### src/hw/rtl/ketlru_pkg.sv
// shared widths, codes and control/status types for the keyed entry table
package ketlru_pkg;

   // table geometry
   localparam int ENTRIES_DEFAULT = 2;
   localparam int SLOT_W          = 4;

   // field widths
   localparam int KEY_W   = 32;
   localparam int STAMP_W = 32;
   localparam int FRAME_W = 16;
   localparam int ID_W    = 8;

   // transaction kinds
   localparam logic KIND_UPDATE = 1'b0;
   localparam logic KIND_REMOVE = 1'b1;

   // result status codes
   localparam logic STATUS_DONE     = 1'b0;
   localparam logic STATUS_BAD_SLOT = 1'b1;

   // commands from the controller to the datapath
   typedef struct packed {
      logic load;
      logic scan_step;
      logic commit_update;
      logic commit_remove;
   } ctrl_cmd_type;

   // status from the datapath to the controller
   typedef struct packed {
      logic scan_last;
   } dp_status_type;

endpackage

### src/hw/rtl/ketlru_ctrl.sv
// controller state machine: accept, scan the entries, commit or remove
module ketlru_ctrl import ketlru_pkg::*; (
   input  logic          clock,
   input  logic          reset,
   input  logic          start,
   input  logic          req_kind,
   input  dp_status_type status,
   output ctrl_cmd_type  cmd,
   output logic          busy
);

   typedef enum logic [3:0] {
      ST_IDLE   = 4'b0001,
      ST_SCAN   = 4'b0010,
      ST_COMMIT = 4'b0100,
      ST_REMOVE = 4'b1000
   } ctrl_state_type;

   ctrl_state_type state_ff;
   ctrl_state_type state_in;

   // next state
   always_comb begin
      state_in = state_ff;
      case (state_ff)
         ST_IDLE: begin
            if (start) begin
               state_in = (req_kind == KIND_REMOVE) ? ST_REMOVE : ST_SCAN;
            end
         end
         ST_SCAN: begin
            if (status.scan_last) begin
               state_in = ST_COMMIT;
            end
         end
         ST_COMMIT: begin
            state_in = ST_IDLE;
         end
         ST_REMOVE: begin
            state_in = ST_IDLE;
         end
         default: begin
            state_in = ST_IDLE;
         end
      endcase
   end

   // state register
   always_ff @(posedge clock) begin
      if (reset) begin
         state_ff <= ST_IDLE;
      end else begin
         state_ff <= state_in;
      end
   end

   // commands to the datapath
   always_comb begin
      cmd.load          = (state_ff == ST_IDLE) && start;
      cmd.scan_step     = (state_ff == ST_SCAN);
      cmd.commit_update = (state_ff == ST_COMMIT);
      cmd.commit_remove = (state_ff == ST_REMOVE);
   end

   assign busy = (state_ff != ST_IDLE);

endmodule

### src/hw/rtl/ketlru_dpath.sv
// datapath: request registers, entry storage, scan trackers and result registers
module ketlru_dpath import ketlru_pkg::*; #(
   parameter int ENTRIES = ENTRIES_DEFAULT
) (
   input  logic               clock,
   input  logic               reset,
   input  ctrl_cmd_type       cmd,
   output dp_status_type      status,
   input  logic               req_kind,
   input  logic [KEY_W-1:0]   req_freq_hz,
   input  logic [FRAME_W-1:0] req_frame_word,
   input  logic [STAMP_W-1:0] req_now_ticks,
   input  logic [SLOT_W-1:0]  req_remove_slot,
   output logic               rsp_valid,
   output logic [SLOT_W-1:0]  rsp_slot,
   output logic [ID_W-1:0]    rsp_entry_id,
   output logic               rsp_hit,
   output logic               rsp_replaced,
   output logic [FRAME_W-1:0] rsp_frame_count,
   output logic               rsp_status
);

   localparam int IDX_W = (ENTRIES > 1) ? $clog2(ENTRIES) : 1;
   localparam int CNT_W = SLOT_W + 1;
   localparam logic [IDX_W-1:0] LAST_IDX = IDX_W'(ENTRIES - 1);
   localparam logic [CNT_W-1:0] ENTRIES_CNT = CNT_W'(ENTRIES);

   // latched request
   logic               req_kind_ff;
   logic [KEY_W-1:0]   req_key_ff;
   logic [FRAME_W-1:0] req_frame_ff;
   logic [STAMP_W-1:0] req_now_ff;
   logic [SLOT_W-1:0]  req_rslot_ff;

   // entry storage
   logic [ENTRIES-1:0] valid_ff;
   logic [KEY_W-1:0]   key_ff   [ENTRIES];
   logic [STAMP_W-1:0] stamp_ff [ENTRIES];
   logic [FRAME_W-1:0] frame_ff [ENTRIES];
   logic [ID_W-1:0]    ident_ff [ENTRIES];
   logic [ID_W-1:0]    id_cnt_ff;

   // scan trackers
   logic [IDX_W-1:0]   scan_idx_ff,   scan_idx_in;
   logic               hit_found_ff,  hit_found_in;
   logic [IDX_W-1:0]   hit_idx_ff,    hit_idx_in;
   logic [ID_W-1:0]    hit_ident_ff,  hit_ident_in;
   logic               free_found_ff, free_found_in;
   logic [IDX_W-1:0]   free_idx_ff,   free_idx_in;
   logic [STAMP_W-1:0] min_stamp_ff,  min_stamp_in;
   logic [IDX_W-1:0]   min_idx_ff,    min_idx_in;

   // result registers
   logic               rsp_valid_ff;
   logic [SLOT_W-1:0]  rsp_slot_ff;
   logic [ID_W-1:0]    rsp_id_ff;
   logic               rsp_hit_ff;
   logic               rsp_replaced_ff;
   logic [FRAME_W-1:0] rsp_frame_ff;
   logic               rsp_status_ff;

   logic [IDX_W-1:0]   rd_idx;
   logic               cur_valid;
   logic [KEY_W-1:0]   cur_key;
   logic [STAMP_W-1:0] cur_stamp;
   logic [FRAME_W-1:0] cur_frame;
   logic [ID_W-1:0]    cur_ident;
   logic [IDX_W-1:0]   sel_idx;
   logic [ID_W-1:0]    new_ident;
   logic               rm_in_range;
   logic               rm_ok;

   // single read port: the scan slot, or the slot named by a remove
   assign rd_idx    = (req_kind_ff == KIND_REMOVE) ? req_rslot_ff[IDX_W-1:0] : scan_idx_ff;
   assign cur_valid = valid_ff[rd_idx];
   assign cur_key   = key_ff[rd_idx];
   assign cur_stamp = stamp_ff[rd_idx];
   assign cur_frame = frame_ff[rd_idx];
   assign cur_ident = ident_ff[rd_idx];

   assign status.scan_last = (scan_idx_ff == LAST_IDX);

   // remove qualification
   assign rm_in_range = ({1'b0, req_rslot_ff} < ENTRIES_CNT);
   assign rm_ok       = rm_in_range && cur_valid;

   // slot choice at commit: hit, then lowest free, then oldest
   assign sel_idx   = hit_found_ff  ? hit_idx_ff  :
                      free_found_ff ? free_idx_ff : min_idx_ff;
   assign new_ident = hit_found_ff ? hit_ident_ff : id_cnt_ff;

   // scan tracker next values, one entry per step
   always_comb begin
      scan_idx_in   = scan_idx_ff;
      hit_found_in  = hit_found_ff;
      hit_idx_in    = hit_idx_ff;
      hit_ident_in  = hit_ident_ff;
      free_found_in = free_found_ff;
      free_idx_in   = free_idx_ff;
      min_stamp_in  = min_stamp_ff;
      min_idx_in    = min_idx_ff;
      if (cmd.load) begin
         scan_idx_in   = '0;
         hit_found_in  = 1'b0;
         free_found_in = 1'b0;
         min_stamp_in  = '1;
         min_idx_in    = '0;
      end else if (cmd.scan_step) begin
         scan_idx_in = scan_idx_ff + IDX_W'(1);
         if (!hit_found_ff && cur_valid && (cur_key == req_key_ff)) begin
            hit_found_in = 1'b1;
            hit_idx_in   = scan_idx_ff;
            hit_ident_in = cur_ident;
         end
         if (!free_found_ff && !cur_valid) begin
            free_found_in = 1'b1;
            free_idx_in   = scan_idx_ff;
         end
         // strict compare keeps the lowest slot on equal stamps
         if (cur_valid && (cur_stamp < min_stamp_ff)) begin
            min_stamp_in = cur_stamp;
            min_idx_in   = scan_idx_ff;
         end
      end
   end

   // control state with reset
   always_ff @(posedge clock) begin
      if (reset) begin
         valid_ff      <= '0;
         id_cnt_ff     <= '0;
         rsp_valid_ff  <= 1'b0;
         scan_idx_ff   <= '0;
         hit_found_ff  <= 1'b0;
         free_found_ff <= 1'b0;
         req_kind_ff   <= KIND_UPDATE;
      end else begin
         rsp_valid_ff  <= cmd.commit_update || cmd.commit_remove;
         scan_idx_ff   <= scan_idx_in;
         hit_found_ff  <= hit_found_in;
         free_found_ff <= free_found_in;
         if (cmd.load) begin
            req_kind_ff <= req_kind;
         end
         if (cmd.commit_update) begin
            valid_ff[sel_idx] <= 1'b1;
            if (!hit_found_ff) begin
               id_cnt_ff <= id_cnt_ff + ID_W'(1);
            end
         end
         if (cmd.commit_remove && rm_ok) begin
            valid_ff[rd_idx] <= 1'b0;
         end
      end
   end

   // payload: request capture, trackers and entry fields
   always_ff @(posedge clock) begin
      hit_idx_ff   <= hit_idx_in;
      hit_ident_ff <= hit_ident_in;
      free_idx_ff  <= free_idx_in;
      min_stamp_ff <= min_stamp_in;
      min_idx_ff   <= min_idx_in;
      if (cmd.load) begin
         req_key_ff   <= req_freq_hz;
         req_frame_ff <= {req_frame_word[7:0], req_frame_word[15:8]};
         req_now_ff   <= req_now_ticks;
         req_rslot_ff <= req_remove_slot;
      end
      if (cmd.commit_update) begin
         key_ff[sel_idx]   <= req_key_ff;
         stamp_ff[sel_idx] <= req_now_ff;
         frame_ff[sel_idx] <= req_frame_ff;
         ident_ff[sel_idx] <= new_ident;
      end
   end

   // result capture
   always_ff @(posedge clock) begin
      if (cmd.commit_update) begin
         rsp_slot_ff     <= SLOT_W'(sel_idx);
         rsp_id_ff       <= new_ident;
         rsp_hit_ff      <= hit_found_ff;
         rsp_replaced_ff <= !hit_found_ff && !free_found_ff;
         rsp_frame_ff    <= req_frame_ff;
         rsp_status_ff   <= STATUS_DONE;
      end else if (cmd.commit_remove) begin
         rsp_slot_ff     <= req_rslot_ff;
         rsp_id_ff       <= rm_ok ? cur_ident : '0;
         rsp_hit_ff      <= 1'b0;
         rsp_replaced_ff <= 1'b0;
         rsp_frame_ff    <= rm_ok ? cur_frame : '0;
         rsp_status_ff   <= rm_ok ? STATUS_DONE : STATUS_BAD_SLOT;
      end
   end

   assign rsp_valid       = rsp_valid_ff;
   assign rsp_slot        = rsp_slot_ff;
   assign rsp_entry_id    = rsp_id_ff;
   assign rsp_hit         = rsp_hit_ff;
   assign rsp_replaced    = rsp_replaced_ff;
   assign rsp_frame_count = rsp_frame_ff;
   assign rsp_status      = rsp_status_ff;

   // every commit is followed by exactly one result strobe
   a_rsp_after_commit: assert property (@(posedge clock) disable iff (reset)
      (cmd.commit_update || cmd.commit_remove) |=> rsp_valid_ff)
      else $error("commit without result strobe");

   // eviction only when every slot is occupied
   a_evict_only_full: assert property (@(posedge clock) disable iff (reset)
      (cmd.commit_update && !hit_found_ff && !free_found_ff) |-> (&valid_ff))
      else $error("eviction while a slot is free");

   // a result is never both a hit and a replacement
   a_hit_not_repl: assert property (@(posedge clock) disable iff (reset)
      rsp_valid_ff |-> !(rsp_hit_ff && rsp_replaced_ff))
      else $error("hit and replaced both set");

   // identifier counter moves only on an allocating commit
   a_id_hold: assert property (@(posedge clock) disable iff (reset)
      !(cmd.commit_update && !hit_found_ff) |=> $stable(id_cnt_ff))
      else $error("identifier counter moved without allocation");

endmodule

### src/hw/rtl/keyed_entry_table_lru_replace.sv
// top level of the keyed entry table with least-recently-updated replacement
//
//   channel   ports                               handshake
//   request   req_kind .. req_remove_slot         start high while busy low
//   result    rsp_slot .. rsp_status              rsp_valid, one cycle, no stall
//
// an update scans one entry per cycle through the single table read port,
// with busy high through the scan and commit states, so a new update waits until
// the commit; a remove keeps busy high through the remove state. the result
// strobe rises in the cycle busy falls; a new transaction may be accepted at
// the end of that cycle. reset clears the valid bits, identifier counter and
// controller at once, with no clearing pass. the receiver cannot stall.
module keyed_entry_table_lru_replace import ketlru_pkg::*; #(
   parameter int ENTRIES = ENTRIES_DEFAULT
) (
   input  logic               clock,
   input  logic               reset,
   input  logic               start,
   output logic               busy,
   input  logic               req_kind,
   input  logic [KEY_W-1:0]   req_freq_hz,
   input  logic [FRAME_W-1:0] req_frame_word,
   input  logic [STAMP_W-1:0] req_now_ticks,
   input  logic [SLOT_W-1:0]  req_remove_slot,
   output logic               rsp_valid,
   output logic [SLOT_W-1:0]  rsp_slot,
   output logic [ID_W-1:0]    rsp_entry_id,
   output logic               rsp_hit,
   output logic               rsp_replaced,
   output logic [FRAME_W-1:0] rsp_frame_count,
   output logic               rsp_status
);

   ctrl_cmd_type  cmd;
   dp_status_type status;

   // sequencer
   ketlru_ctrl u_ctrl (
      .clock    (clock),
      .reset    (reset),
      .start    (start),
      .req_kind (req_kind),
      .status   (status),
      .cmd      (cmd),
      .busy     (busy)
   );

   // table and result registers
   ketlru_dpath #(
      .ENTRIES (ENTRIES)
   ) u_dpath (
      .clock           (clock),
      .reset           (reset),
      .cmd             (cmd),
      .status          (status),
      .req_kind        (req_kind),
      .req_freq_hz     (req_freq_hz),
      .req_frame_word  (req_frame_word),
      .req_now_ticks   (req_now_ticks),
      .req_remove_slot (req_remove_slot),
      .rsp_valid       (rsp_valid),
      .rsp_slot        (rsp_slot),
      .rsp_entry_id    (rsp_entry_id),
      .rsp_hit         (rsp_hit),
      .rsp_replaced    (rsp_replaced),
      .rsp_frame_count (rsp_frame_count),
      .rsp_status      (rsp_status)
   );

endmodule
### config.mk
export PLATFORM = sky130hd
export DESIGN_NAME = keyed_entry_table_lru_replace
export DESIGN_NICKNAME = d
export VERILOG_FILES = /design/src/hw/rtl/ketlru_pkg.sv /design/src/hw/rtl/ketlru_ctrl.sv /design/src/hw/rtl/ketlru_dpath.sv /design/src/hw/rtl/keyed_entry_table_lru_replace.sv
export SDC_FILE = /design/constraint.sdc
export NUM_CORES = 1
export LEC_CHECK = 0
export BUFFER_PORTS_ARGS = -buffer_cell sky130_fd_sc_hd__buf_2
export CAP_MARGIN = 30
export CORE_AREA = 2 2 178 180
export DETAILED_ROUTE_END_ITERATION = 10
export DIE_AREA = 0 0 180 182
export PLACE_DENSITY_LB_ADDON = 0.08
export SETUP_SLACK_MARGIN = 0.3
export SLEW_MARGIN = 30
export SYNTH_ARGS = -nofsm -noshare
export SYNTH_HDL_FRONTEND = slang
export SYNTH_SLANG_ARGS = --single-unit
export TNS_END_PERCENT = 20
### constraint.sdc
create_clock -name clock -period 11.07 [get_ports clock]
set_clock_uncertainty 0.2 [all_clocks]
set_input_delay 0.5535 -clock clock [delete_from_list [all_inputs] [get_ports clock]]
set_output_delay 0.5535 -clock clock [all_outputs]
set_load 0.01 [all_outputs]
== Word-level counts from Yosys, hierarchy flattened ==
Memory sizes are Yosys's and may differ from the RTL's.
Index checks and enable logic that the tools add are counted.
Widths: inputs -> output; s select.

* Reduce and logical (&&, ||, !) cells: 23
* Mux-type cells: 31
* Bitwise logic cells: 5
* Magnitude comparators: 6
* Add/subtract/negate cells: 2
* Equality and inequality tests: 8

{| class="wikitable"
|+ Operator list
! operator !! count
|-
| $mux 16 || 3
|-
| $eq 32x32->1 || 1
|-
| $lt 32x32->1 || 1
|-
| $mux 8 || 4
|-
| $mux 1 || 15
|-
| $mux 4 || 3
|-
| $logic_and 1x1->1 || 10
|-
| $reduce_and 2->1 || 5
|-
| $add 8x1->8 const B || 1
|-
| $pmux 4 s2 || 1
|-
| $mux 2 || 3
|-
| $reduce_and 3->1 || 2
|-
| $eq 4x1->1 const B || 1
|-
| $eq 4x2->1 const B || 1
|-
| $eq 4x3->1 const B || 1
|-
| $eq 4x4->1 const B || 1
|-
| $lt 1x2->1 const B || 2
|-
| $lt 4x2->1 const B || 1
|-
| $ne 4x1->1 const B || 1
|-
| $logic_not 1->1 || 3
|-
| $and 2x2->2 || 1
|-
| $demux 1 s1 || 2
|-
| $ge 1x1->1 const B || 2
|-
| $ne 2x1->1 const B || 1
|-
| 8 further kinds || 9
|}

* RAM bits: 176
* Bits in registers: 177
* Word-level logic and storage cells: 103
* Output and inout port bits: 33
* Bits of input ports: 88
* Memories kept: 4

{| class="wikitable"
|+ Memories
! memory !! depth !! width !! rd ports !! clocked after memory_dff !! write ports !! RTL line !! source
|-
| u_dpath.key_ff || 2 || 32 || 1 || 0 || 1 || ketlru_dpath.sv:37 || <nowiki>logic [KEY_W-1:0] key_ff [ENTRIES];</nowiki>
|-
| u_dpath.stamp_ff || 2 || 32 || 1 || 0 || 1 || ketlru_dpath.sv:38 || <nowiki>logic [STAMP_W-1:0] stamp_ff [ENTRIES];</nowiki>
|-
| u_dpath.frame_ff || 2 || 16 || 1 || 0 || 1 || ketlru_dpath.sv:39 || <nowiki>logic [FRAME_W-1:0] frame_ff [ENTRIES];</nowiki>
|-
| u_dpath.ident_ff || 2 || 8 || 1 || 0 || 1 || ketlru_dpath.sv:40 || <nowiki>logic [ID_W-1:0] ident_ff [ENTRIES];</nowiki>
|}

== Logic depth before layout (Yosys ltp) ==
* Word-level depth: 11
* Depth in mapped cells: 16

== Hierarchy ==
From an unflattened synthesis, not the netlist that was laid out.

* Cell total of the unflattened synthesis: 1020
* Area total of the unflattened synthesis: 14023.4 sq um

{| class="wikitable"
|+ Modules (own cells, without submodules)
! module !! sequential area each (sq um) !! area each (sq um) !! cells each !! instances
|-
| ketlru_dpath || 9959.6 || 13848.3 || 1001 || 1
|-
| ketlru_ctrl || 80.1 || 175.2 || 19 || 1
|}

== Worst setup path before layout ==
Ideal clock, no wire load.

* Path type: reg2reg
* Start: register u_ctrl.state_ff[3]
* End: memory u_dpath.frame_ff[1][0] (enable)
* Stages on the path, launching flop included: 4
* Path buffers: 1
* Slack: 5441 ps
* Required time: 10332 ps
* Arrival time: 4891 ps
* Cell sequence: dfxtp_1 or4b_2 clkbuf_1 nor2_1

* Longest elaborated chain between the ends: 3

{| class="wikitable"
|+ RTL lines
! element !! RTL line !! source
|-
| start: declaration || ketlru_ctrl.sv:19 || <nowiki>ctrl_state_type state_ff;</nowiki>
|-
| start signal: assignment || ketlru_ctrl.sv:53 || <nowiki>state_ff <= state_in;</nowiki>
|-
| $eq 4x3->1 || ketlru_ctrl.sv:61 || <nowiki>cmd.commit_update = (state_ff == ST_COMMIT);</nowiki>
|-
| $mux 1 || ketlru_dpath.sv:170 || <nowiki>if (cmd.commit_update) begin</nowiki>
|-
| $mux 1 (not written as such) || ketlru_dpath.sv:173 || <nowiki>frame_ff[sel_idx] <= req_frame_ff;</nowiki>
|-
| end: declaration || ketlru_dpath.sv:39 ||
|}

No other way between the ends.

== Worst setup path in the final report ==
* Start: register u_dpath.req_kind_ff
* End: register u_dpath.min_stamp_ff[10]

* Longest elaborated chain between the ends: 5
* Elaborated cells between the ends (all ways): 7
* Those cells by class: 1 x order compare; 3 x mux; 2 x reduce/logical; 1 x memory

{| class="wikitable"
|+ RTL lines
! element !! RTL line !! source
|-
| start: declaration || ketlru_dpath.sv:29 || <nowiki>logic req_kind_ff;</nowiki>
|-
| start signal: assignment || ketlru_dpath.sv:143 || <nowiki>req_kind_ff <= req_kind;</nowiki>
|-
| $mux 1 || ketlru_dpath.sv:74 || <nowiki>assign rd_idx = (req_kind_ff == KIND_REMOVE) ? req_rslot_ff[IDX_W-1:0] : scan_idx_ff;</nowiki>
|-
| $mem_v2 2x32 || n/a ||
|-
| named net u_dpath.cur_stamp[25] || ketlru_dpath.sv:65 || <nowiki>logic [STAMP_W-1:0] cur_stamp;</nowiki>
|-
| $lt 32x32->1 || ketlru_dpath.sv:120 || <nowiki>if (cur_valid && (cur_stamp < min_stamp_ff)) begin</nowiki>
|-
| $logic_and 1x1->1 || ketlru_dpath.sv:120 ||
|-
| $reduce_and 2->1 (no line) || n/a ||
|-
| end signal: assignment || ketlru_dpath.sv:162 || <nowiki>min_stamp_ff <= min_stamp_in;</nowiki>
|-
| end: declaration || ketlru_dpath.sv:50 || <nowiki>logic [STAMP_W-1:0] min_stamp_ff, min_stamp_in;</nowiki>
|}

The timed path passes the listed nets, and every way through them passes these cells. The select of a mux whose other input is x is not followed.
A chain may end at the register's enable or synchronous reset.

==> impl_metrics.ini <==
[timing]
fin_crit_sh_pct = 41.3
setup_tns_ns = 0
finalSetupViolCount = 0
fin_ws_ns = 6.50
rsz0062_at_grt = no
min_period_ns = 4.57
final-max-slew-violation-count = 0
max_freq_mhz = 219
final_hold_viol_count = 0
tightest_slew_ns = 0.929
relSlewSlack_pct = 37.9

[clock_network]
clk_path_buf_depth = 3
clock_latency_ns = 0.53
root_buffer = clkbuf_16
cts_tree = built
cts_sinks = 353
clkTransAtPathRegs_ns = 0.06
cts_buffers = 39
htreeDepth = 2

[yosys]
synth_top_area_share_pct = 64.8
synth-xor-area-share_pct = 2.86
synth_simple_gate_area_share_pct = 8.72
synth_common_cells = edfxtp_1, nand2_1, o21ai_0
synthArstFlopShare_pct = 0
yosys_warnings = 0
synth-edff-count = 297
yosysSeqAreaShare_pct = 72.9
synth.area.mux_share_pct = 3.03
syn_area_per_cell_um2 = 13.9
synth.most_common_cell = edfxtp_1
synth_cells = 992
synth_adder_area_share_pct = 2.91
netlist_top_cells_area = edfxtp_1, dfxtp_1, nand2_1
yosys.area.top_type = edfxtp_1
synthFlopType = edfxtp_1
syn_area_mm2 = 0.0138
ys_types = 57
synth_top_family_by_area = simple AND/OR/NAND/NOR gates
synth-compound-area-share_pct = 6.96
synth_nets = 1112
ys_seq_elements = 353

[worst_setup_path]
r2r_slack_ns = 6.50
rr_startpoint = u_dpath.req_kind_ff
critPathMaxFanout = 39
crit_required_ns = 11.31
crit_end = u_dpath.min_stamp_ff[10]
critPathCaptureType = flop
reg2reg_to = u_dpath.min_stamp_ff[10]
startpoint = u_dpath.req_kind_ff
r2r_cells = 14
critical_path_class = reg -> reg
worst_setup_path_start_kind = flop
cp.arrival_ns = 4.81

[global_route]
antenna_found_initial = 3
track_usage_pct = 17.3
grt_max_degree = 78
grt_pass1_vias = 8314
overflow = 0
grt_pass1_wl_um = 45100

[finish]
final_nets = 1313
syn_to_final_growth_pct = 21.7
drive_gt1_share_pct = 17.8
fillers = 2537
multiInputGateArea_mm2 = 0.00344
regArea_mm2 = 0.0100

[floorplanning]
start_util_pct = 44.4
die_x_um = 180
rows = 65
coreArea_mm2 = 0.0310
die_area_mm2 = 0.0328
die_h_um = 182
ios = 121

[detailed_routing]
drt_pass1_iterations = 4
routed_wirelength_um = 28000
ant_nets = 0
vias = 8203
drc = 0
drt_iter0_drc = 470
via_per_inst = 5.04
wl_per_cell_um = 17.2

[power_and_ir_drop]
max-vdd-ir-drop_mv = 0.0985
p_leak_nw = 6.43
powerDensity_mw_per_mm2 = 169

[placement]
port_buffers = 120
place_ws_ns = 6.29
finalWeightedCongestion = 0.735
dp_hpwl_um = 16400

[min_path]
hold_path_startpoint = req_freq_hz[20]
min-delay-path-class = in -> reg
holdPathStages = 1

[status]
outcome = complete, no violations

[flow_run]
max-cap-violations = 0
## how the worst min path moves through the flow
stage                              end  slack [ns]
2_1_floorplan   u_dpath.stamp_ff[0][0]        0.22
5_1_grt         u_dpath.req_now_ff[26]       0.002
3_3_place_gp    u_dpath.stamp_ff[0][0]        0.22
6_report        u_dpath.req_key_ff[20]        0.01
4_1_cts          u_dpath.req_now_ff[5]      0.0001
3_5_place_dp   u_dpath.stamp_ff[0][30]        0.23
## power breakdown
group | internal [mW] | leakage [nW] | total (mW) | switching (mW)
logic | 0.0509 | 2.70 | 0.110 | 0.0588
clock network | 0.714 | 0.590 | 1.22 | 0.503
registers | 1.48 | 3.14 | 1.50 | 0.0240
## worst max-delay path: stages, from the launching register on
cell	delay, ns
dfxtp_1	0.43
mux2i_4	0.65
buf_4	0.52
nand2_1	0.11
nand2_1	0.09
ha_1	0.24
a21o_1	0.16
a21o_1	0.18
a221oi_1	0.27
o21ai_0	0.22
a2111oi_4	0.60
buf_4	0.27
buf_4	0.26
a21oi_1	0.10
o21ai_0	0.15
## stage by stage
step	total power [mW]	util, %	hold WS [ns]	area [µm²]	cells
after detailed placement	1.62	48.0	0.233	14900	1486
after global routing	2.93	54.1	0.00232	16800	1626
after CTS	2.86	54.0	0.000105	16700	1624
after global placement	1.62	48.0	0.224	14900	1486
final	2.83	54.1	0.0147	16800	1627
after floorplan	1.57	-	0.221	13800	992
## what timing repair did
item / 4_1_cts / 5_1_grt
hold endpoints to repair: 67 / 0
hold buffers: 67 / 0
setup buffers: 0 / 0
resized for setup: 0 / 0
## sequential cells by signal (all words and copies together), names as in the netlist, 2 cells and up
signal and flops:
u_dpath.stamp_ff 64, u_dpath.req_now_ff 32, u_dpath.id_cnt_ff 8, u_dpath.req_key_ff 32
u_dpath.valid_ff 2, u_dpath.rsp_entry_id 8, u_dpath.req_frame_ff 16, u_dpath.min_stamp_ff 32
u_ctrl.state_ff 4, u_dpath.rsp_frame_count 16, u_dpath.req_rslot_ff 4, u_dpath.hit_ident_ff 8
u_dpath.ident_ff 16, u_dpath.rsp_slot 4, u_dpath.frame_ff 32, u_dpath.key_ff 64
## logic make-up after synthesis
family | count (synthesis)
simple gates | 267
mux | 40
compound gates | 162
fa+ha+maj | 32
xor+xnor | 45
flops | 353
buf+inv | 93
## per-layer routing
layer | share of wire [%] | track usage [%] | vias up
li1 | - | - | 4027
met1 | 46 | 23.1 | 3977
met2 | 48 | 28.9 | 149
met3 | 4.5 | 3.45 | 48
met4 | 1.9 | 5.07 | 2
met5 | 0.046 | 0 | -
## layout make-up
| type | count | area share, % |
|---|---|---|
| clock inverters | 17 | 0.873 |
| clock buffers | 54 | 6.28 |
| well taps | 402 | 3.00 |
| repair buffers | 200 | 8.21 |
| inverters | 53 | 1.20 |
| flip-flops and latches | 353 | 59.9 |
| multi-input cells | 546 | 20.5 |
| diodes | 2 | 0.0299 |
## placed cells by master (no fill, tap or decap), drive strengths merged, types with 7 or more instances in the layout
cell type    netlist  routed
dfxtp             56      56
nand4              8       8
o22ai              7       7
xor2              28      28
clkbuf            36      54
ha                32      32
nor2              22      22
and2              10      10
mux2i             29      29
xnor2             17      17
dlygate4sd3        0      67
clkinv             0      13
o21ai             62      62
nand3              7       7
nor3              38      38
a21oi             54      54
buf                4     133
nand2            157     157
mux2              11      11
a31o               8       8
inv               53      55
edfxtp           297     297
No activity file was read; power rests on OpenSTA's default activity.
